===== config.mk =====
export PLATFORM = sky130hd
export DESIGN_NAME = rmat_back
export DESIGN_NICKNAME = d
export VERILOG_FILES = /design/src/hw/rtl/rmat_pkg.sv /design/src/hw/rtl/rmat_back.sv
export SDC_FILE = /design/constraint.sdc
export NUM_CORES = 1
export LEC_CHECK = 0
export BUFFER_PORTS_ARGS = -buffer_cell sky130_fd_sc_hd__buf_2
export CORE_MARGIN = 1
export CORE_UTILIZATION = 45
export CTS_CLUSTER_DIAMETER = 120
export DETAILED_ROUTE_END_ITERATION = 10
export PLACE_DENSITY = 0.73
export SLEW_MARGIN = 20
export SYNTH_ARGS = -nofsm -noshare
export SYNTH_HDL_FRONTEND = slang
export SYNTH_SLANG_ARGS = --single-unit
export TNS_END_PERCENT = 100

===== constraint.sdc =====
create_clock -name clk -period 3.2 [get_ports clk]
set_input_delay 0.16 -clock clk [delete_from_list [all_inputs] [get_ports clk]]
set_output_delay 0.16 -clock clk [all_outputs]
set_load 0.005 [all_outputs]

===== src/hw/rtl/rmat_pkg.sv =====
// shared types and constants of the motion activity trigger
// no dependencies
package rmat_pkg;

    localparam int COORD_BITS    = 12;
    localparam int SIZE_BITS     = COORD_BITS + 1;
    localparam int SPAN_BITS     = COORD_BITS + 2;
    localparam int DIFF_BITS     = COORD_BITS + 3;
    localparam int PROD_BITS     = 2 * SIZE_BITS;
    localparam int SQ_BITS       = 2 * PROD_BITS;
    localparam int TALLY_BITS    = 25;
    localparam int Q16_BITS      = 17;
    localparam int QUO_BITS      = 16;
    localparam int PIX_BITS      = 8;
    localparam int CFG_IDX_BITS  = 3;
    localparam int CFG_DATA_BITS = 17;

    localparam logic [TALLY_BITS-1:0] TALLY_MAX = {TALLY_BITS{1'b1}};
    localparam logic [Q16_BITS-1:0]   Q16_ONE   = 17'h10000;

    // register indexes
    localparam logic [CFG_IDX_BITS-1:0] REG_AREA_LEFT   = 3'd0;
    localparam logic [CFG_IDX_BITS-1:0] REG_AREA_TOP    = 3'd1;
    localparam logic [CFG_IDX_BITS-1:0] REG_AREA_WIDTH  = 3'd2;
    localparam logic [CFG_IDX_BITS-1:0] REG_AREA_HEIGHT = 3'd3;
    localparam logic [CFG_IDX_BITS-1:0] REG_SHAPE_MODE  = 3'd4;
    localparam logic [CFG_IDX_BITS-1:0] REG_THRESHOLD   = 3'd5;

    // reset values
    localparam logic [SIZE_BITS-1:0] RST_AREA_SIDE = 13'd64;
    localparam logic [Q16_BITS-1:0]  RST_THRESHOLD = 17'd32768;
    localparam logic [PROD_BITS-1:0] RST_AREA      = 26'd4096;
    localparam logic [SQ_BITS-1:0]   RST_AREA_SQ   = 52'd16777216;

    typedef struct packed {
        logic [COORD_BITS-1:0] col;
        logic [COORD_BITS-1:0] row;
        logic [PIX_BITS-1:0]   pixel_value;
        logic                  frame_end;
    } in_item_t;

    typedef struct packed {
        logic [TALLY_BITS-1:0] active_count;
        logic [Q16_BITS-1:0]   activity_q16;
        logic                  bang;
    } out_item_t;

    typedef struct packed {
        logic [COORD_BITS-1:0] area_left;
        logic [COORD_BITS-1:0] area_top;
        logic [SIZE_BITS-1:0]  area_width;
        logic [SIZE_BITS-1:0]  area_height;
        logic                  shape_mode;
        logic [Q16_BITS-1:0]   threshold_q16;
    } cfg_t;

    // classified word handed from front to back
    typedef struct packed {
        logic frame_end;
        logic hit;
    } qent_t;

endpackage


===== src/hw/rtl/rmat_back.sv =====
// tally, frame-end division by area, threshold crossing and result register
// depends on rmat_pkg
module rmat_back (
    input  logic                            clk,
    input  logic                            rst_n,
    input  logic                            pop_valid,
    output logic                            pop_ready,
    input  rmat_pkg::qent_t                 pop_data,
    input  logic [rmat_pkg::PROD_BITS-1:0]  area,
    input  logic [rmat_pkg::Q16_BITS-1:0]   threshold_q16,
    output logic                            result_valid,
    input  logic                            result_ready,
    output rmat_pkg::out_item_t             result
);

    localparam int TB = rmat_pkg::TALLY_BITS;
    localparam int AB = rmat_pkg::PROD_BITS;
    localparam int QB = rmat_pkg::Q16_BITS;
    localparam int DIV_STEPS = rmat_pkg::QUO_BITS;
    localparam int STEP_BITS = $clog2(DIV_STEPS);
    localparam logic [STEP_BITS-1:0] LAST_STEP = STEP_BITS'(DIV_STEPS - 1);

    localparam logic [1:0] ST_RUN = 2'd0;
    localparam logic [1:0] ST_DIV = 2'd1;
    localparam logic [1:0] ST_FIN = 2'd2;

    logic [1:0]           state_reg, state_next;
    logic [TB-1:0]        tally_reg, tally_next;
    logic [QB-1:0]        act_reg, act_next;
    logic [AB-1:0]        rem_reg, rem_next;
    logic [STEP_BITS-1:0] step_reg, step_next;
    logic [QB-1:0]        last_act_reg, last_act_next;
    logic                 first_reg, first_next;
    logic                 res_valid_reg, res_valid_next;
    rmat_pkg::out_item_t  res_reg, res_next;

    logic [AB:0]          rem2;
    logic                 rem_fits;
    logic                 slot_free;
    logic                 bang;

    assign pop_ready    = (state_reg == ST_RUN);
    assign result_valid = res_valid_reg;
    assign result       = res_reg;

    always_comb
    begin
        rem2      = {rem_reg, 1'b0};
        rem_fits  = (rem2 >= {1'b0, area});
        slot_free = !res_valid_reg || result_ready;
        bang      = !first_reg && (last_act_reg < threshold_q16)
                    && (act_reg >= threshold_q16);
    end

    always_comb
    begin
        state_next     = state_reg;
        tally_next     = tally_reg;
        act_next       = act_reg;
        rem_next       = rem_reg;
        step_next      = step_reg;
        last_act_next  = last_act_reg;
        first_next     = first_reg;
        res_valid_next = res_valid_reg && !result_ready;
        res_next       = res_reg;
        unique case (state_reg)
            ST_RUN:
            begin
                if (pop_valid)
                begin
                    if (!pop_data.frame_end)
                    begin
                        if (pop_data.hit && (tally_reg != rmat_pkg::TALLY_MAX))
                        begin
                            tally_next = tally_reg + 1'b1;
                        end
                    end
                    else if (area == '0)
                    begin
                        act_next   = '0;
                        state_next = ST_FIN;
                    end
                    else if (AB'(tally_reg) >= area)
                    begin
                        act_next   = rmat_pkg::Q16_ONE;
                        state_next = ST_FIN;
                    end
                    else
                    begin
                        // tally below area: quotient fits in 16 bits
                        act_next   = '0;
                        rem_next   = AB'(tally_reg);
                        step_next  = '0;
                        state_next = ST_DIV;
                    end
                end
            end
            ST_DIV:
            begin
                rem_next  = rem_fits ? AB'(rem2 - {1'b0, area}) : rem2[AB-1:0];
                act_next  = {act_reg[QB-2:0], rem_fits};
                step_next = step_reg + 1'b1;
                if (step_reg == LAST_STEP)
                begin
                    state_next = ST_FIN;
                end
            end
            ST_FIN:
            begin
                if (slot_free)
                begin
                    res_valid_next        = 1'b1;
                    res_next.active_count = tally_reg;
                    res_next.activity_q16 = act_reg;
                    res_next.bang         = bang;
                    tally_next            = '0;
                    last_act_next         = act_reg;
                    first_next            = 1'b0;
                    state_next            = ST_RUN;
                end
            end
            default:
            begin
                state_next = ST_RUN;
            end
        endcase
    end

    always_ff @(posedge clk or negedge rst_n)
    begin
        if (!rst_n)
        begin
            state_reg     <= ST_RUN;
            tally_reg     <= '0;
            last_act_reg  <= '0;
            first_reg     <= 1'b1;
            res_valid_reg <= 1'b0;
        end
        else
        begin
            state_reg     <= state_next;
            tally_reg     <= tally_next;
            last_act_reg  <= last_act_next;
            first_reg     <= first_next;
            res_valid_reg <= res_valid_next;
        end
    end

    always_ff @(posedge clk)
    begin
        act_reg  <= act_next;
        rem_reg  <= rem_next;
        step_reg <= step_next;
        res_reg  <= res_next;
    end

endmodule


==> metrics.cfg <==
[outcome]
status = finished, final reports clean

[sta]
tightest_slew_ns = 0.8348
setup_viol = 0
grt_setup_unrepaired = no
finalSetupTns_ns = 0
fin_skew_ns = 0.007385
period_needed_ns = 3.071
hold_viol = 0
maxSlewHeadroom_pct = 44.35
layout_setup_ws_ns = 0.1295
fin_crit_sh_pct = 95.95
timing.fmax_mhz = 325.7
slew_violations = 0

[cells_and_area]
antenna_cells = 0
fillers = 1627
fin_nets = 1074
fin_cells = 1185
drive_above_1_share_pct = 19.14
final_util_pct = 53.51
largest_reg_flops = 43
area_growth_pct = 16.91

[clock_tree]
cts_buffer_depth = 2
clock-sinks = 136
hold_buffers = 1
post_cts_buffers = 0
cts_buffers = 17
clkLatencyLatePin_ns = 0.42
root_buffer = clkbuf_16
clkTransAtPathRegs_ns = 0.06
cts_tree = built
htree_levels = 4
cts_resized = 0

[route]
wl_per_cell_um = 18.04
drtIter0Drc = 437
detail_route.vias_per_cell = 5.817
ant_nets = 0
firstDrtPassIters = 5
vias = 6893
drt_wl_total_um = 21380
drc = 0

[grt]
grt_pass1_wl_um = 34060
grt_max_degree = 64
antenna_found_initial = 0
grt_usage_pct = 22.51
grt_pass1_vias = 6549
grt_overflow_total = 0

[synthesis]
synthArstFlopShare_pct = 33.82
muxShareOfSynthArea_pct = 2.470
synth_edf_count = 90
ys_top_cells_by_count = 90 x edfxtp_1, 86 x ha_1, 72 x nand2_1, 59 x nor2_1, 52 x inv_1
syn_inst = 832
yosys.cell_types.count = 66
syn-cell-area_um2 = 8562
synth.most_common_cell = edfxtp_1
yosys.area.top_type = edfxtp_1
avgSynthCellArea_um2 = 10.29
ys_top_cells_by_area = edfxtp_1 32%, dfrtp_1 13%, ha_1 13%, nand2_1 3.2%, a21oi_1 2.6%
yosys.area_share.simple_pct = 16.78
syn-num-nets = 968
synth_compound_area_share_pct = 15.58
synthAdderAreaFrac_pct = 12.80
synthXorXnorAreaFrac_pct = 3.478
ys_seq_area_share_pct = 45.02
yosysTopAreaCellShare_pct = 31.57
ys_warn_count = 0
synth_top_family_by_area = simple AND/OR/NAND/NOR gates
synth_ff_type = edfxtp_1
ys_ff_latch = 136

[placement]
dpl.cell_count = 1152
pre_cts_ws_ns = 0.2021
portBuffers = 93
gp_congestion = 0.9220
dp_hpwl_um = 15860

[critical_path]
reg2reg_slack_ns = 0.13
worst-setup-path-type = flip-flop to flip-flop
worstPathArrival_ns = 3.22
crit_path_start_kind = flip-flop
crit_fanout = 7
required_ns = 3.35
crit_path_end_kind = flip-flop

[power]
max-vdd-ir-drop_uv = 474.5
power_density_nw_per_um2 = 862.5
power_mw = 8.634
p_leak_nw = 4.633

[die]
die_h_um = 139.9
rows = 50
start_util_pct = 45.77
die-area_um2 = 19580
core-area_um2 = 18710
die_w_um = 139.9
ios = 94

[job]
maxCapViolCount = 0

[worst_hold_path]
hp-class = input pin to flip-flop

placed cells by master, fill, tap and decap left out, types with 5 or more instances in the layout:
cell	Yosys	layout
buf_2	7	93
edfxtp_1	90	90
ha_1	86	86
nand2_1	72	72
nor2_1	59	59
inv_1	52	52
a21oi_1	45	45
dfrtp_1	45	45
o21ai_0	36	36
a21o_1	27	27
nand3_1	26	26
a31oi_1	19	19
xor2_1	19	19
buf_4	1	18
and3_1	17	17
and2_1	17	17
mux2_2	17	17
clkbuf_16	0	17
nand4_1	16	16
or3_1	15	15
xnor2_1	15	15
nor3_1	11	11
o21a_1	11	11
nor2b_1	12	10
o211ai_1	9	9
a211oi_1	9	9
nand2b_1	9	9
nor4_1	8	8
and4_1	5	5
a211o_1	5	5
cell type report:
type / count / area, um2 / area share [%]
inverter: 52 / 195.2 / 1.950
clock inverter: 11 / 145.1 / 1.450
timing repair buffer: 114 / 650.6 / 6.500
sequential: 136 / 3855 / 38.51
multi-input combinational: 617 / 4390 / 43.86
clock buffer: 21 / 480.5 / 4.800
tap: 234 / 292.8 / 2.925
worst max-delay path, cell delays in order, from the launching register on:
cell and delay [ns]:
edfxtp_1 0.41, ha_1 0.36, a21o_1 0.20, a211oi_1 0.34, o31ai_2 0.19, or3_1 0.45
nor3_4 0.36, nor2_4 0.07, nand2_1 0.27, o21ai_0 0.16
worst paths after layout:
kind,cells past startpoint,end,start
max,9,rem_reg[25],rem_reg[23]
min,3,state_reg[0],pop_data[1]
max reg2reg,9,rem_reg[25],rem_reg[23]
min reg2reg,0,result[1],act_reg[0]
max in group asynchronous,3,first_reg,rst_n
min in group asynchronous,2,last_act_reg[3],rst_n
cell families (layout without fill, tap and decap cells):
| family | after synthesis | after routing |
|---|---|---|
| AOI/OAI and AO/OA | 197 | 197 |
| xor gates and xnor gates | 34 | 34 |
| adders and majority gates | 87 | 87 |
| muxes | 19 | 19 |
| DFF | 136 | 136 |
| buffers and inverters | 79 | 198 |
| and+or+nand+nor | 280 | 280 |
metrics by stage:
stage | cell area, um2 | hold slack, ns
2_1_floorplan | 8563 | -0.1356
3_3_place_gp | 9374 | 0.1159
3_5_place_dp | 9374 | 0.1221
4_1_cts | 10010 | 0.03186
5_1_grt | 10010 | 0.07408
6_report | 10010 | 0.05747
per-layer routing:
layer	track usage (%)	vias up	wire length (um)	share of wire (%)
li1	-	3299	-	-
met1	30.91	3319	9892	46
met2	35.55	242	9900	46
met3	4.068	33	1130	5.3
met4	8.386	0	459	2.1
met5	0	-	0	0
power breakdown:
| group | total (mW) | switching [mW] | leakage, nW | internal [mW] |
|---|---|---|---|---|
| Sequential | 2.87 | 0.327 | 1.49 | 2.54 |
| Combinational | 3.71 | 2.17 | 2.84 | 1.54 |
| Clock | 2.06 | 0.757 | 0.301 | 1.31 |
| Total | 8.63 | 3.25 | 4.63 | 5.38 |
(Power assumes the default switching activity.)
