<file path="config.mk">
export PLATFORM = sky130hd
export DESIGN_NAME = rmat_front
export DESIGN_NICKNAME = d
export VERILOG_FILES = /design/src/hw/rtl/rmat_pkg.sv /design/src/hw/rtl/rmat_front.sv
export SDC_FILE = /design/constraint.sdc
export NUM_CORES = 2
export LEC_CHECK = 0
export BUFFER_PORTS_ARGS = -buffer_cell sky130_fd_sc_hd__buf_2
export CORE_MARGIN = 2
export CORE_UTILIZATION = 55
export CTS_CLUSTER_SIZE = 40
export DETAILED_ROUTE_END_ITERATION = 12
export PLACE_DENSITY = 0.72
export SYNTH_ARGS = -nofsm -noshare
export SYNTH_HDL_FRONTEND = slang
export SYNTH_SLANG_ARGS = --single-unit
</file>
<file path="constraint.sdc">
create_clock -name clk -period 12.9 [get_ports clk]
set_clock_uncertainty 0.2 [all_clocks]
set_input_delay 1.935 -clock clk [delete_from_list [all_inputs] [get_ports clk]]
set_output_delay 1.935 -clock clk [all_outputs]
set_load 0.01 [all_outputs]
</file>
<file path="src/hw/rtl/rmat_pkg.sv">
// shared types and constants of the motion activity trigger
// no dependencies
package rmat_pkg;

    localparam int COORD_BITS    = 12;
    localparam int SIZE_BITS     = COORD_BITS + 1;
    localparam int SPAN_BITS     = COORD_BITS + 2;
    localparam int DIFF_BITS     = COORD_BITS + 3;
    localparam int PROD_BITS     = 2 * SIZE_BITS;
    localparam int SQ_BITS       = 2 * PROD_BITS;
    localparam int TALLY_BITS    = 25;
    localparam int Q16_BITS      = 17;
    localparam int QUO_BITS      = 16;
    localparam int PIX_BITS      = 8;
    localparam int CFG_IDX_BITS  = 3;
    localparam int CFG_DATA_BITS = 17;

    localparam logic [TALLY_BITS-1:0] TALLY_MAX = {TALLY_BITS{1'b1}};
    localparam logic [Q16_BITS-1:0]   Q16_ONE   = 17'h10000;

    // register indexes
    localparam logic [CFG_IDX_BITS-1:0] REG_AREA_LEFT   = 3'd0;
    localparam logic [CFG_IDX_BITS-1:0] REG_AREA_TOP    = 3'd1;
    localparam logic [CFG_IDX_BITS-1:0] REG_AREA_WIDTH  = 3'd2;
    localparam logic [CFG_IDX_BITS-1:0] REG_AREA_HEIGHT = 3'd3;
    localparam logic [CFG_IDX_BITS-1:0] REG_SHAPE_MODE  = 3'd4;
    localparam logic [CFG_IDX_BITS-1:0] REG_THRESHOLD   = 3'd5;

    // reset values
    localparam logic [SIZE_BITS-1:0] RST_AREA_SIDE = 13'd64;
    localparam logic [Q16_BITS-1:0]  RST_THRESHOLD = 17'd32768;
    localparam logic [PROD_BITS-1:0] RST_AREA      = 26'd4096;
    localparam logic [SQ_BITS-1:0]   RST_AREA_SQ   = 52'd16777216;

    typedef struct packed {
        logic [COORD_BITS-1:0] col;
        logic [COORD_BITS-1:0] row;
        logic [PIX_BITS-1:0]   pixel_value;
        logic                  frame_end;
    } in_item_t;

    typedef struct packed {
        logic [TALLY_BITS-1:0] active_count;
        logic [Q16_BITS-1:0]   activity_q16;
        logic                  bang;
    } out_item_t;

    typedef struct packed {
        logic [COORD_BITS-1:0] area_left;
        logic [COORD_BITS-1:0] area_top;
        logic [SIZE_BITS-1:0]  area_width;
        logic [SIZE_BITS-1:0]  area_height;
        logic                  shape_mode;
        logic [Q16_BITS-1:0]   threshold_q16;
    } cfg_t;

    // classified word handed from front to back
    typedef struct packed {
        logic frame_end;
        logic hit;
    } qent_t;

endpackage

</file>
<file path="src/hw/rtl/rmat_front.sv">
// four-stage classifier: rectangle test, then exact ellipse test
// depends on rmat_pkg
module rmat_front (
    input  logic                          clk,
    input  logic                          rst_n,
    input  logic                          item_fire,
    input  rmat_pkg::in_item_t            item,
    input  rmat_pkg::cfg_t                cfg,
    input  logic [rmat_pkg::SQ_BITS-1:0]  area_sq,
    output logic                          advance,
    output logic                          push_valid,
    input  logic                          push_ready,
    output rmat_pkg::qent_t               push_data
);

    localparam int SB = rmat_pkg::SIZE_BITS;
    localparam int PB = rmat_pkg::PROD_BITS;
    localparam int QB = rmat_pkg::SQ_BITS;
    localparam int DB = rmat_pkg::DIFF_BITS;
    localparam int XB = rmat_pkg::SPAN_BITS;

    logic          s1_valid_reg, s2_valid_reg, s3_valid_reg, s4_valid_reg;
    logic          s1_end_reg, s2_end_reg, s3_end_reg, s4_end_reg;
    logic          s1_hit_reg, s2_hit_reg, s3_hit_reg, s4_hit_reg;
    logic [SB-1:0] s1_dx_reg, s1_dy_reg;
    logic [PB-1:0] s2_a_reg, s2_b_reg;
    logic [QB-1:0] s3_a2_reg, s3_b2_reg;

    logic [XB-1:0] right_edge, bottom_edge;
    logic [DB-1:0] col2, row2, ctr_x, ctr_y;
    logic [DB-1:0] dx_full, dy_full;
    logic          in_x, in_y, hit_rect;
    logic [QB:0]   ell_sum;
    logic          in_ellipse, hit_final;

    assign advance = !s4_valid_reg || push_ready;

    // rectangle bounds and doubled distances from the center
    always_comb
    begin
        right_edge  = {2'b00, cfg.area_left} + {1'b0, cfg.area_width};
        bottom_edge = {2'b00, cfg.area_top} + {1'b0, cfg.area_height};
        in_x = (item.col >= cfg.area_left) && ({2'b00, item.col} < right_edge);
        in_y = (item.row >= cfg.area_top) && ({2'b00, item.row} < bottom_edge);
        hit_rect = !item.frame_end && (item.pixel_value != '0) && in_x && in_y;
        col2  = {2'b00, item.col, 1'b0};
        row2  = {2'b00, item.row, 1'b0};
        ctr_x = {2'b00, cfg.area_left, 1'b0} + {2'b00, cfg.area_width};
        ctr_y = {2'b00, cfg.area_top, 1'b0} + {2'b00, cfg.area_height};
        dx_full = (col2 >= ctr_x) ? col2 - ctr_x : ctr_x - col2;
        dy_full = (row2 >= ctr_y) ? row2 - ctr_y : ctr_y - row2;
    end

    // (dx*h)^2 + (dy*w)^2 <= (w*h)^2
    always_comb
    begin
        ell_sum    = {1'b0, s3_a2_reg} + {1'b0, s3_b2_reg};
        in_ellipse = (ell_sum <= {1'b0, area_sq});
        hit_final  = s3_hit_reg && (!cfg.shape_mode || in_ellipse);
    end

    always_ff @(posedge clk or negedge rst_n)
    begin
        if (!rst_n)
        begin
            s1_valid_reg <= 1'b0;
            s2_valid_reg <= 1'b0;
            s3_valid_reg <= 1'b0;
            s4_valid_reg <= 1'b0;
        end
        else if (advance)
        begin
            s1_valid_reg <= item_fire;
            s2_valid_reg <= s1_valid_reg;
            s3_valid_reg <= s2_valid_reg;
            s4_valid_reg <= s3_valid_reg;
        end
    end

    always_ff @(posedge clk)
    begin
        if (advance)
        begin
            s1_end_reg <= item.frame_end;
            s1_hit_reg <= hit_rect;
            // inside the rectangle the distance never exceeds the side
            s1_dx_reg  <= dx_full[SB-1:0];
            s1_dy_reg  <= dy_full[SB-1:0];

            s2_end_reg <= s1_end_reg;
            s2_hit_reg <= s1_hit_reg;
            s2_a_reg   <= PB'(s1_dx_reg) * PB'(cfg.area_height);
            s2_b_reg   <= PB'(s1_dy_reg) * PB'(cfg.area_width);

            s3_end_reg <= s2_end_reg;
            s3_hit_reg <= s2_hit_reg;
            s3_a2_reg  <= QB'(s2_a_reg) * QB'(s2_a_reg);
            s3_b2_reg  <= QB'(s2_b_reg) * QB'(s2_b_reg);

            s4_end_reg <= s3_end_reg;
            s4_hit_reg <= hit_final;
        end
    end

    assign push_valid          = s4_valid_reg;
    assign push_data.frame_end = s4_end_reg;
    assign push_data.hit       = s4_hit_reg;

endmodule

</file>
==> reports/results.tsv <==
metric	value	unit
status	finished clean	
grt_max_degree	169	
synth_fp_nets	9043	
synth-edff-count	188	
grt_use_total	0.260	
met3_length	9.45	mm
die_w	344	um
final_cell_area	66600	sq um
wl_met2	71.1	mm
place_area	65900	sq um
start_util	0.556	
antenna_found_initial	14	
required	12.97	ns
grt_pass1_wl	244	mm
dieArea	118000	sq um
cts_setup_buffers	0	
portBuffers	143	
rsz0062_at_grt	false	
wl_per_cell	17.4	um
viasPerCell	5.36	
grt_pass1_vias	48700	
grt.overflow.total	0	
startpoint_type	flip-flop	
hold_class	reg2reg	
syn_avg_cell_area	9.32	sq um
rows	124	
wirelength	146	mm
clock_latency	0.52	ns
first_iter_violations	2310	
ctsHoldBuffers	0	
slowest_stage	fa_1	
wl_met1	61.4	mm
postRouteAntennaNets	0	
yosysSeqAreaShare	0.0903	
fmaxAchievable	0.120	GHz
worst_path_largest_cell_delay	0.59	ns
routed.top_layer	met5	
coreArea	115000	sq um
io_pins	161	
via_count	44900	
fin_nets	9064	
cts_sinks	192	
drt_first_pass_iters	7	
yosys_warnings	0	
gp_congestion	0.929	
fin_crit_sh	0.648	
crit_fanout	24	
syn-cell-area	63600	sq um
hpwlAfterDp	119	mm
critPathKind	reg2reg	
post_cts_resized	0	
synth_seq_cells	192	
cts_tree	yes	
cp_cell_sequence	buf_4 > inv_1 > nor2_1 > fa_1 > fa_1 > fa_1 > inv_1 > fa_1 > inv_1 > fa_1 > fa_1 > fa_1 > ha_1 > nand3_1 > nor4_1 > o211ai_1 > a21oi_1 > o221ai_1 > o21ai_0 > a21boi_0 > xnor2_1	
async_reset_ff_frac	0.0208	
cts_buffers	17	
drive_gt1_frac	0.0389	
worst_pin_slew	1.26	ns
cp-end-kind	flip-flop	
htreeDepth	4	
clock_path_buffers	2	
route.detailed.drc	0	
finalSetupViolations	0	
syn_inst	6830	
slew_headroom	0.158	
area_growth	4.59	%
worstPathArrival	8.43	ns
hold_viol	0	
synth.distinct_cells	78	
synth_flop_cell	edfxtp_1	
cts_root_buf	clkbuf_16	
finalMaxSlewViolations	0	
fp.dieH	344	um
fin_crit	8.36	ns
path_clk_slew	0.10	ns
path_common_cell	fa_1	
fin_setup_tns	0	ns
cap_violations	0	
[layout by cell type, fill, tap and decap left out, types with 18 or more instances in the layout]
cell,n
edfxtp_1,188
nand4_1,43
buf_2,143
nand2_1,667
a21o_1,163
xor2_1,85
fa_1,1277
ha_1,779
a211oi_1,18
o21bai_1,41
and2_1,416
inv_1,1840
and3_1,25
a21oi_1,225
o21a_1,32
buf_4,53
nor2_1,127
nor2b_1,50
nand3_1,43
nor3_1,35
nand2b_1,31
xnor2_1,179
mux2i_1,24
o21ai_0,120
[cell families after synthesis]
family          count (synthesis)  synth area share
compound gates                765            0.0793
xor+xnor                      264            0.0363
fa+ha+maj                    2056             0.555
buf+inv                      2035             0.120
flops                         192            0.0903
mux                            30           0.00484
simple gates                 1488             0.114
[metrics by stage]
step / util / setup WS, ns / std cells / hold slack [ns]
floorplan: - / 4.16 / 6830 / 0.200
global placement: 0.576 / 4.61 / 8344 / 0.206
detailed placement: 0.576 / 4.60 / 8344 / 0.211
CTS: 0.581 / 4.55 / 8376 / 0.232
global route: 0.581 / 3.97 / 8376 / 0.237
finish: 0.581 / 4.54 / 8381 / 0.229
[synth_stat cells, drive strengths merged (4+ instances only)]
| library cell | n | area, sq um |
|---|---|---|
| a2111oi | 11 | 121 |
| a211o | 9 | 78.8 |
| a211oi | 21 | 168 |
| a21boi | 7 | 52.6 |
| a21o | 163 | 1220 |
| a21oi | 225 | 1130 |
| a221o | 5 | 50.1 |
| a221oi | 12 | 118 |
| a311oi | 6 | 58.8 |
| a31oi | 17 | 106 |
| a41oi | 10 | 87.6 |
| and2 | 416 | 2600 |
| and3 | 25 | 156 |
| and4 | 5 | 43.8 |
| buf | 13 | 61.3 |
| clkbuf | 182 | 683 |
| dfrtp | 4 | 100 |
| edfxtp | 188 | 5650 |
| fa | 1277 | 25600 |
| ha | 779 | 9750 |
| inv | 1840 | 6910 |
| mux2 | 6 | 67.6 |
| mux2i | 24 | 240 |
| nand2 | 667 | 2500 |
| nand2b | 32 | 200 |
| nand3 | 43 | 215 |
| nand4 | 43 | 269 |
| nor2 | 127 | 477 |
| nor2b | 50 | 313 |
| nor3 | 35 | 175 |
| nor4 | 9 | 56.3 |
| o2111ai | 8 | 70.1 |
| o211a | 4 | 40.0 |
| o211ai | 16 | 120 |
| o21a | 32 | 240 |
| o21ai | 127 | 643 |
| o21bai | 41 | 308 |
| o221ai | 5 | 43.8 |
| o22ai | 5 | 31.3 |
| o31ai | 13 | 97.6 |
| or2 | 13 | 81.3 |
| or3 | 13 | 81.3 |
| xnor2 | 179 | 1570 |
| xor2 | 85 | 744 |
[area by class of cell]
| class | instances | area (sq um) |
|---|---|---|
| clock buffers | 17 | 425 |
| multi-input cells | 4603 | 50200 |
| well taps | 1512 | 1890 |
| repair buffers | 197 | 1130 |
| fillers | 9981 | 47900 |
| clock inverters | 15 | 191 |
| diodes | 5 | 12.5 |
| inverters | 1840 | 6910 |
| flip-flops and latches | 192 | 5750 |
[worst max-delay path: cells and delay by family (launching register included)]
kind / cells / cell delay (ns)
fa+ha+maj: 8 / 4.04
compound gates: 5 / 1.61
simple gates: 3 / 1.03
buf+inv: 4 / 0.72
flops: 1 / 0.34
xor+xnor: 1 / 0.16
[routing by layer]
metal,GRT usage,vias up
met1,0.345,22600
met4,0.0691,16
met3,0.0381,222
met2,0.447,1253
li1,-,20900
met5,0,-
[final timing paths]
| path | startpoint | end | slack (ns) | cells after the start |
|---|---|---|---|---|
| max in group asynchronous | rst_n | s2_valid_reg$_DFFE_PN0P_ | 11.37 | 1 |
| max | s2_b_reg[23]$_DFFE_PP_ | s3_b2_reg[46]$_DFFE_PP_ | 4.54 | 21 |
| min reg2reg | s3_end_reg$_DFFE_PP_ | s4_end_reg$_DFFE_PP_ | 0.23 | 0 |
| max reg2reg | s2_b_reg[23]$_DFFE_PP_ | s3_b2_reg[46]$_DFFE_PP_ | 4.54 | 21 |
| min | s3_end_reg$_DFFE_PP_ | s4_end_reg$_DFFE_PP_ | 0.23 | 0 |
| min in group asynchronous | rst_n | s3_valid_reg$_DFFE_PN0P_ | 1.00 | 1 |
Power is not shown: default switching activity piles up to over one toggle a cycle in this logic, so the estimate is an artifact.
