**src/hw/rtl/rmat_pkg.sv**
```systemverilog
// shared types and constants of the motion activity trigger
// no dependencies
package rmat_pkg;

    localparam int COORD_BITS    = 12;
    localparam int SIZE_BITS     = COORD_BITS + 1;
    localparam int SPAN_BITS     = COORD_BITS + 2;
    localparam int DIFF_BITS     = COORD_BITS + 3;
    localparam int PROD_BITS     = 2 * SIZE_BITS;
    localparam int SQ_BITS       = 2 * PROD_BITS;
    localparam int TALLY_BITS    = 25;
    localparam int Q16_BITS      = 17;
    localparam int QUO_BITS      = 16;
    localparam int PIX_BITS      = 8;
    localparam int CFG_IDX_BITS  = 3;
    localparam int CFG_DATA_BITS = 17;

    localparam logic [TALLY_BITS-1:0] TALLY_MAX = {TALLY_BITS{1'b1}};
    localparam logic [Q16_BITS-1:0]   Q16_ONE   = 17'h10000;

    // register indexes
    localparam logic [CFG_IDX_BITS-1:0] REG_AREA_LEFT   = 3'd0;
    localparam logic [CFG_IDX_BITS-1:0] REG_AREA_TOP    = 3'd1;
    localparam logic [CFG_IDX_BITS-1:0] REG_AREA_WIDTH  = 3'd2;
    localparam logic [CFG_IDX_BITS-1:0] REG_AREA_HEIGHT = 3'd3;
    localparam logic [CFG_IDX_BITS-1:0] REG_SHAPE_MODE  = 3'd4;
    localparam logic [CFG_IDX_BITS-1:0] REG_THRESHOLD   = 3'd5;

    // reset values
    localparam logic [SIZE_BITS-1:0] RST_AREA_SIDE = 13'd64;
    localparam logic [Q16_BITS-1:0]  RST_THRESHOLD = 17'd32768;
    localparam logic [PROD_BITS-1:0] RST_AREA      = 26'd4096;
    localparam logic [SQ_BITS-1:0]   RST_AREA_SQ   = 52'd16777216;

    typedef struct packed {
        logic [COORD_BITS-1:0] col;
        logic [COORD_BITS-1:0] row;
        logic [PIX_BITS-1:0]   pixel_value;
        logic                  frame_end;
    } in_item_t;

    typedef struct packed {
        logic [TALLY_BITS-1:0] active_count;
        logic [Q16_BITS-1:0]   activity_q16;
        logic                  bang;
    } out_item_t;

    typedef struct packed {
        logic [COORD_BITS-1:0] area_left;
        logic [COORD_BITS-1:0] area_top;
        logic [SIZE_BITS-1:0]  area_width;
        logic [SIZE_BITS-1:0]  area_height;
        logic                  shape_mode;
        logic [Q16_BITS-1:0]   threshold_q16;
    } cfg_t;

    // classified word handed from front to back
    typedef struct packed {
        logic frame_end;
        logic hit;
    } qent_t;

endpackage

```
**src/hw/rtl/rmat_queue.sv**
```systemverilog
// short fifo between the classify front and the tally back
// depends on rmat_pkg
module rmat_queue #(
    parameter int DEPTH = 4
) (
    input  logic          clk,
    input  logic          rst_n,
    input  logic          push_valid,
    output logic          push_ready,
    input  rmat_pkg::qent_t push_data,
    output logic          pop_valid,
    input  logic          pop_ready,
    output rmat_pkg::qent_t pop_data
);

    localparam int PTR_BITS = $clog2(DEPTH);
    localparam int CNT_BITS = $clog2(DEPTH + 1);
    localparam logic [PTR_BITS-1:0] LAST_PTR = PTR_BITS'(DEPTH - 1);
    localparam logic [CNT_BITS-1:0] FULL_CNT = CNT_BITS'(DEPTH);

    rmat_pkg::qent_t     slot_reg [DEPTH];
    logic [PTR_BITS-1:0] wr_ptr_reg, wr_ptr_next;
    logic [PTR_BITS-1:0] rd_ptr_reg, rd_ptr_next;
    logic [CNT_BITS-1:0] count_reg, count_next;
    logic                do_push, do_pop;

    assign push_ready = (count_reg != FULL_CNT);
    assign pop_valid  = (count_reg != '0);
    assign pop_data   = slot_reg[rd_ptr_reg];
    assign do_push    = push_valid && push_ready;
    assign do_pop     = pop_valid && pop_ready;

    always_comb
    begin
        wr_ptr_next = wr_ptr_reg;
        rd_ptr_next = rd_ptr_reg;
        count_next  = count_reg;
        if (do_push)
        begin
            wr_ptr_next = (wr_ptr_reg == LAST_PTR) ? '0 : wr_ptr_reg + 1'b1;
        end
        if (do_pop)
        begin
            rd_ptr_next = (rd_ptr_reg == LAST_PTR) ? '0 : rd_ptr_reg + 1'b1;
        end
        if (do_push && !do_pop)
        begin
            count_next = count_reg + 1'b1;
        end
        else if (do_pop && !do_push)
        begin
            count_next = count_reg - 1'b1;
        end
    end

    always_ff @(posedge clk or negedge rst_n)
    begin
        if (!rst_n)
        begin
            wr_ptr_reg <= '0;
            rd_ptr_reg <= '0;
            count_reg  <= '0;
        end
        else
        begin
            wr_ptr_reg <= wr_ptr_next;
            rd_ptr_reg <= rd_ptr_next;
            count_reg  <= count_next;
        end
    end

    always_ff @(posedge clk)
    begin
        if (do_push)
        begin
            slot_reg[wr_ptr_reg] <= push_data;
        end
    end

endmodule

```
**config.mk**
```make
export PLATFORM = sky130hd
export DESIGN_NAME = rmat_queue
export DESIGN_NICKNAME = d
export VERILOG_FILES = /design/src/hw/rtl/rmat_pkg.sv /design/src/hw/rtl/rmat_queue.sv
export SDC_FILE = /design/constraint.sdc
export NUM_CORES = 1
export LEC_CHECK = 0
export ABC_AREA = 0
export BUFFER_PORTS_ARGS = -buffer_cell sky130_fd_sc_hd__buf_2
export CAP_MARGIN = 0
export CORE_MARGIN = 4
export CORE_UTILIZATION = 30
export CTS_CLUSTER_DIAMETER = 120
export DETAILED_ROUTE_END_ITERATION = 10
export GPL_TIMING_DRIVEN = 1
export SYNTH_ARGS = -nofsm -noshare
export SYNTH_HDL_FRONTEND = slang
export SYNTH_SLANG_ARGS = --single-unit
```
**constraint.sdc**
```tcl
create_clock -name clk -period 2 [get_ports clk]
set_clock_uncertainty 0.05 [all_clocks]
set_input_delay 0.4 -clock clk [delete_from_list [all_inputs] [get_ports clk]]
set_output_delay 0.4 -clock clk [all_outputs]
set_load 0.05 [all_outputs]
```
==> summary.md, run 1 <==
Across all layers, the routed design uses 408 vias. Count of pins over their slew limit: 0. The CTS root buffer was sky130_fd_sc_hd__clkbuf_4. After synthesis, the largest family of logic cells by area is multiplexers.

The library cell used most frequently in the layout, excluding fill and tap cells, is sky130_fd_sc_hd__buf_2. After layout, the worst path uses 100% of the clock period. The number of antenna diodes in the final layout is 0. On the final layout, the worst hold slack is 288 ps. The site row count was 17. For this design the static power due to leakage is 0.400 nW. The power per standard cell area was 1550 nW/µm². Summing internal, switching and leakage power gives 1.43 mW. The count of nets left with antenna violations once routing finished came out at 0. The logs give 901 µm for the final HPWL from detailed placement and 3 for the number of buffers added by the clock tree synthesis step. The critical register-to-register path startpoint was count_reg[1]. The run finished, with violations left. Sequential elements use 56.9% of the synthesized area.

The worst setup path is launched from a register. Once placement completed, the tool counted placed cells totaling 88. The register bit count reported by yosys is 15, and the worst ir drop on vdd is 0.000622 V. The number of cells on the worst reg-to-reg path works out to 6. Type of element capturing the critical path: a register.

The flip-flop count of the largest register after layout came out at 8. The top cell types in the final layout, fill and taps aside, are sky130_fd_sc_hd__buf_2, sky130_fd_sc_hd__edfxtp_1, sky130_fd_sc_hd__dfrtp_1, sky130_fd_sc_hd__buf_4, sky130_fd_sc_hd__ha_1. Fraction of the mapped netlist area in simple logic gates: 9.95%. The path class of the tightest hold or removal check is in2reg. The routed wire length was 1100 µm.

Area added between synthesis and finish: 26.1%. The critical path is of the reg2reg type. Share of cells above drive strength 1: 57.6%. Endpoint with the worst hold slack: slot_reg[2][1].

For this configuration, the core starts out at a cell density of 32.4%. The mapped netlist covers 729 µm². The tools report the insertion delay to the later sink of the worst-skew pair as 270 ps.

Number of DRC violations after detailed routing: 0. The tree built by TritonCTS fans out to 15 sinks. The compound-gate portion of the synthesized area was 0%; the DRC violation total after the first TritonRoute iteration was 2.

TritonCTS built the clock tree. Of the total synthesized cell area, the portion taken by XOR and XNOR cells is 3.60%. The tools report the largest net degree at the start of global routing as 10.

Pin placement for this block handled 10 I/O pins. The via count of the first global-routing pass was 439; the measured slew at the worst slew-check pin was 253 ps. Setup repair after global routing could not meet its margin everywhere. The worst register-to-register path ends at count_reg[1]. For this run, the post-layout net count is 80. The number of antenna violations at the first check in global routing is 0, and the slack of the worst reg-to-reg path is -4 ps. In the final routed layout, each cell accounts on average for 11.7 µm. The number of cells on the worst hold path is 1, and the buffer depth of the longest clock path is 2.

The multiplexer area fraction after synthesis is 14.9%. The die footprint is 3280 µm², and the total iterations of the first detailed-routing run is 3. The total area inside the core boundary comes to 2250 µm².

The final reports fail on negative setup slack. The tools report the required time at the endpoint of the critical path as 2120 ps. The end-of-flow core utilization was 40.8%; the setup TNS after final layout was -4.05 ps. The largest fanout on the critical path was 3. The post-layout worst setup margin is -4.05 ps. The logs give 0 for the number of failing hold endpoints at the final stage and 1 for the setup-violating endpoint count in the final report.

A synthesized cell averages 15.9 µm². Timing would allow up to 499 MHz. The number of port buffers is 9, and the final estimated routing congestion in global placement is 0.636.

Net count of the mapped netlist: 59. The startpoint identified for the worst hold timing path is push_data[1]. Using the TritonRoute via totals, the vias-per-cell ratio works out to 4.34.

The floorplan step set the die height to 57.3 µm. Measured along the x axis, the die boundary spans 57.3 µm. Synthesis produced 46 cells. Post-CTS clock slew at the launch and capture registers of the worst setup and hold paths: 90 ps. Once layout is complete, the cells apart from fillers number 94. In this run the tightest slew margin relative to its limit is 83.2%.

The total number of H-tree levels was 1. Summing the areas of all fa, ha and maj instances in the mapped netlist gives 13.0% of the synthesized area. Data arrives at the worst endpoint at 2120 ps. The Yosys step of the flow raised 0 warnings. The tool flagged a number of max-cap violations equal to 0. Yosys mapped the design onto 16 distinct sky130hd cell types. The first-pass GRT wire length is 1980 µm, and the overall routing resource usage is 8.26%. For the sum of overflow across all layers after global routing, the log shows 0.

The post-layout minimum cycle time came out at 2000 ps.
where the power goes:
group | switching [mW] | leakage [nW] | internal (mW) | total (mW)
logic | 0.367 | 0.228 | 0.365 | 0.731
registers | 0.0897 | 0.155 | 0.442 | 0.532
clock network | 0.0912 | 0.0177 | 0.0740 | 0.165
cell type report:
cell class | count | area [µm²]
fill | 240 | 1340
sequential | 15 | 417
multi-input combinational | 28 | 329
timing repair buffer | 16 | 100
tap | 28 | 35.0
clock buffer | 3 | 22.5
inverter | 3 | 11.3
clock inverter | 1 | 5.00
how the worst max path moves through the flow:
stage                 start      endpoint  slack, ps  cells after the start
2_1_floorplan  count_reg[1]  count_reg[1]       -110                      6
3_3_place_gp   count_reg[0]  count_reg[2]          8                      8
3_5_place_dp   count_reg[0]  count_reg[1]         10                      6
4_1_cts        count_reg[1]  count_reg[1]          5                      6
5_1_grt        count_reg[1]  count_reg[1]        -60                      6
6_report       count_reg[1]  count_reg[1]         -4                      6
logic make-up (layout without fill, tap and decap cells):
| group | Yosys count | count (layout) |
|---|---|---|
| buffers and inverters | 3 | 23 |
| AND/OR/NAND/NOR | 11 | 11 |
| adder cells (fa/ha/maj) | 7 | 7 |
| XOR/XNOR | 3 | 3 |
| multiplexers | 7 | 7 |
| flip-flops | 15 | 15 |
cell usage after synthesis:
cell type	count	share of area, %
sky130_fd_sc_hd__inv_1	3	1.5
sky130_fd_sc_hd__and2_4	1	1.2
sky130_fd_sc_hd__mux2_4	2	4.1
sky130_fd_sc_hd__mux4_2	2	6.2
sky130_fd_sc_hd__and3_2	4	4.1
sky130_fd_sc_hd__mux2_2	3	4.6
sky130_fd_sc_hd__ha_1	6	10
sky130_fd_sc_hd__nor2_1	3	1.5
sky130_fd_sc_hd__or3_2	1	1.0
sky130_fd_sc_hd__edfxtp_1	8	33
sky130_fd_sc_hd__xnor2_1	1	1.2
sky130_fd_sc_hd__xor2_1	2	2.4
sky130_fd_sc_hd__dfrtp_1	7	24
sky130_fd_sc_hd__fa_1	1	2.7
sky130_fd_sc_hd__or3b_4	1	1.5
sky130_fd_sc_hd__nand2_1	1	0.51
routing by layer:
metal	global-route usage (%)	vias to the layer above	share of wire, %
met5	0	-	0
met4	6.95	0	3.1
met1	9.28	198	40
met2	13.1	5	54
li1	-	203	-
met3	2.04	2	2.5
through the flow:
step	setup WS (ps)	cell area, µm²
6_report	-4.05	920
5_1_grt	-61.7	920
4_1_cts	4.85	911
3_5_place_dp	12.9	866
3_3_place_gp	8.04	866
2_1_floorplan	-112	748
critical path, cell delays in order (launching register included):
cell	delay, ps
sky130_fd_sc_hd__dfrtp_1	400
sky130_fd_sc_hd__or3b_4	410
sky130_fd_sc_hd__and2_4	160
sky130_fd_sc_hd__ha_4	160
sky130_fd_sc_hd__inv_2	50
sky130_fd_sc_hd__fa_2	410
sky130_fd_sc_hd__mux2_2	260
timing repair:
action | CTS | global route
gates resized for setup | 0 | 3
pin swaps | 0 | 2
buffers inserted | 1 | 0
hold endpoints to repair | 7 | 0
hold buffers | 1 | 0
endpoints found under the setup margin | 2 | 3
Power figures use the tool's default switching activity.
==> run 2, diff against run 1 <==
--- a/config.mk
+++ b/config.mk
@@ -10,6 +10,7 @@
 export CAP_MARGIN = 0
 export CORE_MARGIN = 4
 export CORE_UTILIZATION = 30
+export CTS_BUF_LIST = sky130_fd_sc_hd__clkbuf_2 sky130_fd_sc_hd__clkbuf_4 sky130_fd_sc_hd__clkbuf_8
 export CTS_CLUSTER_DIAMETER = 120
 export DETAILED_ROUTE_END_ITERATION = 10
 export GPL_TIMING_DRIVEN = 1
==> constraint.sdc (replaced) <==
create_clock -name clk -period 1.71 [get_ports clk]
set_clock_uncertainty 0.05 [all_clocks]
set_input_delay 0.342 -clock clk [delete_from_list [all_inputs] [get_ports clk]]
set_output_delay 0.342 -clock clk [all_outputs]
set_load 0.05 [all_outputs]
==> run 2 against run 1 <==
Against the previous run: the run still ends with negative setup slack left; sequential cell count stayed put; count of clock-buffer cells in the layout stayed put; routed wire length is 0.54% higher; combinational power is 45% higher; cell area is 9.3% higher; register-to-register slack worse by 290 ps; utilization is 3.8 points higher; cell count is 7.4% higher; sequential share of layout area is 3.8 points lower; first-iteration DRC count is 50% higher.
==> summary.md, run 2 (same netlist as run 1, synthesis figures left out) <==
The run finished, with violations left. Violations in the final reports: negative setup slack (unchanged). The run gives 217 (was 240) as the number of fill cells in the layout. The startpoint of the worst hold path was push_data[1] (unchanged).

The share of the clock period used by the worst path was 117% (was 100%); the total inserted antenna cells was 0 (unchanged). The tools report the total iterations of the first detailed-routing run as 2 (was 3). The flip-flop count of the largest register after layout is 8 (unchanged).

The tools report the core box area as 2250 µm² (unchanged). Total net switching power: 0.686 mW (was 0.547 mW). Setup repair after global routing could not meet its margin everywhere.

For the clock share of power, the log shows 10.4% (was 11.6%). The run gives -271 ps (was 12.9 ps) as the setup slack at placement. The total internal power was 1.19 mW (was 0.881 mW).

The post-CTS clock slew at the launch and capture registers of the worst setup and hold paths was 90 ps (about the same); the final hold slack was 227 ps (was 288 ps). The most common library cell in the layout ignoring fill and taps is sky130_fd_sc_hd__buf_4 (was sky130_fd_sc_hd__buf_2). The post-detailed-route wirelength per cell is 11.0 µm (was 11.7 µm). The final HPWL from detailed placement is 886 µm (was 901 µm). The tools report the instance count after placement with tap cells included as 92 (was 88). The worst path buffer plus inverter count is 1 (unchanged). The switching part of the total power came out at 36.6% (was 38.3%). The count of placed standard cells in the final layout, fillers left out is 101 (was 94).

The height of the die is 57.3 µm (unchanged). The total number of H-tree levels came out at 1 (unchanged). Critical register-to-register path startpoint: count_reg[1] (unchanged). The DRC violation total after the first TritonRoute iteration is 3 (was 2), and the buffer depth of the longest clock path is 2 (unchanged). Cell Chain, Critical Path: or3b_4 -> and2_4 -> ha_4 -> inv_2 -> fa_2 -> mux2_2 (unchanged). The arrival time at the worst endpoint is 2120 ps (about the same). The measured slew at the worst slew-check pin came out at 160 ps (was 253 ps). The logs give 10 (unchanged) for the total I/O pin count and 329 µm² (unchanged) for the area occupied by multi-input gates. The per-cell via count in the routed design is 4.27 (was 4.34), and the width of the die is 57.3 µm (unchanged). The tools report the end-of-flow core utilization as 44.6% (was 40.8%). The die footprint is 3280 µm² (unchanged), and the number of port buffers is 9 (unchanged). The first-pass GRT wire length was 1880 µm (was 1980 µm). The routed wire length is 1110 µm (was 1100 µm). For the total power after layout, the log shows 1.87 mW (was 1.43 mW). The critical path startpoint is count_reg[1] (unchanged).

The final estimated routing congestion in global placement is 0.667 (was 0.636). The post-layout minimum cycle time was 2000 ps (about the same). Classification of the worst setup path: reg2reg (unchanged). The largest fanout on the critical path is 3 (unchanged). For the number of buffers added by the clock tree synthesis step, the log shows 3 (unchanged).

The standard cell with the maximum stage delay on the critical path is sky130_fd_sc_hd__dfrtp_1 (was sky130_fd_sc_hd__or3b_4). The power per standard cell area came out at 1860 nW/µm² (was 1550 nW/µm²). The part of the total power dissipated in sequential elements came out at 33.1% (was 37.2%). The tools report the CTS root buffer as sky130_fd_sc_hd__clkbuf_4 (unchanged).

The via count of the first global-routing pass was 452 (was 439); the count of vias placed by the detailed router was 431 (was 408). The area added between synthesis and finish works out to 37.7% (was 26.1%). For the number of DRC violations after detailed routing, the log shows 0 (unchanged). The run gives 0.000788 V (was 0.000622 V) as the worst ir drop on vdd. Storage element area: 417 µm² (unchanged). The kind of path behind the tightest hold check is in2reg (unchanged).

For the overall routing resource usage, the log shows 7.66% (was 8.26%). The share of cells above drive strength 1 came out at 61.6% (was 57.6%). The largest net degree at the start of global routing was 10 (unchanged); the power share of the combinational group was 56.6% (was 51.2%).

Leading cell types in the layout, fill and taps excluded: sky130_fd_sc_hd__buf_4, sky130_fd_sc_hd__edfxtp_1, sky130_fd_sc_hd__dfrtp_1 (was sky130_fd_sc_hd__buf_2, sky130_fd_sc_hd__edfxtp_1, sky130_fd_sc_hd__dfrtp_1, sky130_fd_sc_hd__buf_4, sky130_fd_sc_hd__ha_1). The tools report the max-cap check violation count as 0 (unchanged). Worst slew slack as a fraction of its limit: 89.3% (was 83.2%). The CTS sink count is 15 (unchanged). The setup-violating endpoint count in the final report is 5 (was 1), and the site row count is 17 (unchanged). Critical path startpoint category: a register (unchanged).

The critical path's largest stage delay is 420 ps (was 410 ps), and the required time at the endpoint of the critical path is 1830 ps (was 2120 ps). The sum of overflow across all layers after global routing is 0 (unchanged), and the number of failing hold endpoints at the final stage is 0 (unchanged). The logs give 87 (was 80) for the number of nets in the layout and 0.447 nW (was 0.400 nW) for the static power due to leakage. The number of antenna violations at the first check in global routing is 0 (unchanged). For the initial standard-cell utilization of the core, the log shows 32.4% (unchanged).

The run gives 0 (unchanged) as the count of antenna-violating nets left after detailed routing. The cell class contributing the biggest share of worst-path delay was adder cells (was simple AND/OR/NAND/NOR gates). TritonCTS built the clock tree. The highest clock rate was 499 MHz (about the same).

The tools report the insertion delay to the later sink of the worst-skew pair as 280 ps (was 270 ps). The count of pins over their slew limit was 0 (unchanged). The post-layout worst setup margin was -295 ps (was -4.05 ps). The type of element capturing the critical path is a register (unchanged).
==> run 2: what timing repair did <==
action,CTS,global route
pin swaps,2,4
buffers inserted,3,1
endpoints found under the setup margin,5,6
hold endpoints to repair,7,0
hold buffers,1,0
gates resized for setup,8,6
==> run 2: cell type report <==
type | count | share of cell area [%]
clock buffer | 3 | 2.24
sequential | 15 | 41.5
timing repair buffer | 23 | 18.4
tap | 28 | 3.49
clock inverter | 1 | 0.498
inverter | 3 | 1.12
multi-input combinational | 28 | 32.8
==> run 2: per-stage QoR <==
step / TNS, ps / area [µm²]
after floorplan: -769 / 748
after global placement: -529 / 896
after detailed placement: -541 / 896
after CTS: -757 / 981
after global routing: -1040 / 1000
final: -784 / 1000
==> run 2: power by group through the flow <==
stage / registers, mW / logic, mW / clock network (mW)
3_3_place_gp: 0.623 / 0.888 / 0
6_report: 0.619 / 1.06 / 0.195
3_5_place_dp: 0.633 / 0.898 / 0
4_1_cts: 0.619 / 1.02 / 0.200
5_1_grt: 0.632 / 1.14 / 0.226
2_1_floorplan: 0.615 / 0.635 / 0
==> run 2: final timing paths <==
kind | endpoint | slack (ps) | depth (start not counted)
min in group asynchronous | wr_ptr_reg[0] | 360 | 2
max in group asynchronous | rd_ptr_reg[0] | 1080 | 2
hold / removal | slot_reg[2][1] | 230 | 1
setup reg to reg | count_reg[1] | -290 | 6
setup / recovery | count_reg[1] | -290 | 6
hold reg to reg | count_reg[2] | 540 | 2
==> run 2: layer usage <==
layer | GRT usage [%] | up-vias | routed length [µm]
li1 | - | 219 | -
met3 | 2.04 | 4 | 29
met5 | 0 | - | 0
met1 | 7.07 | 201 | 452
met2 | 14.5 | 7 | 597
met4 | 4.97 | 0 | 27
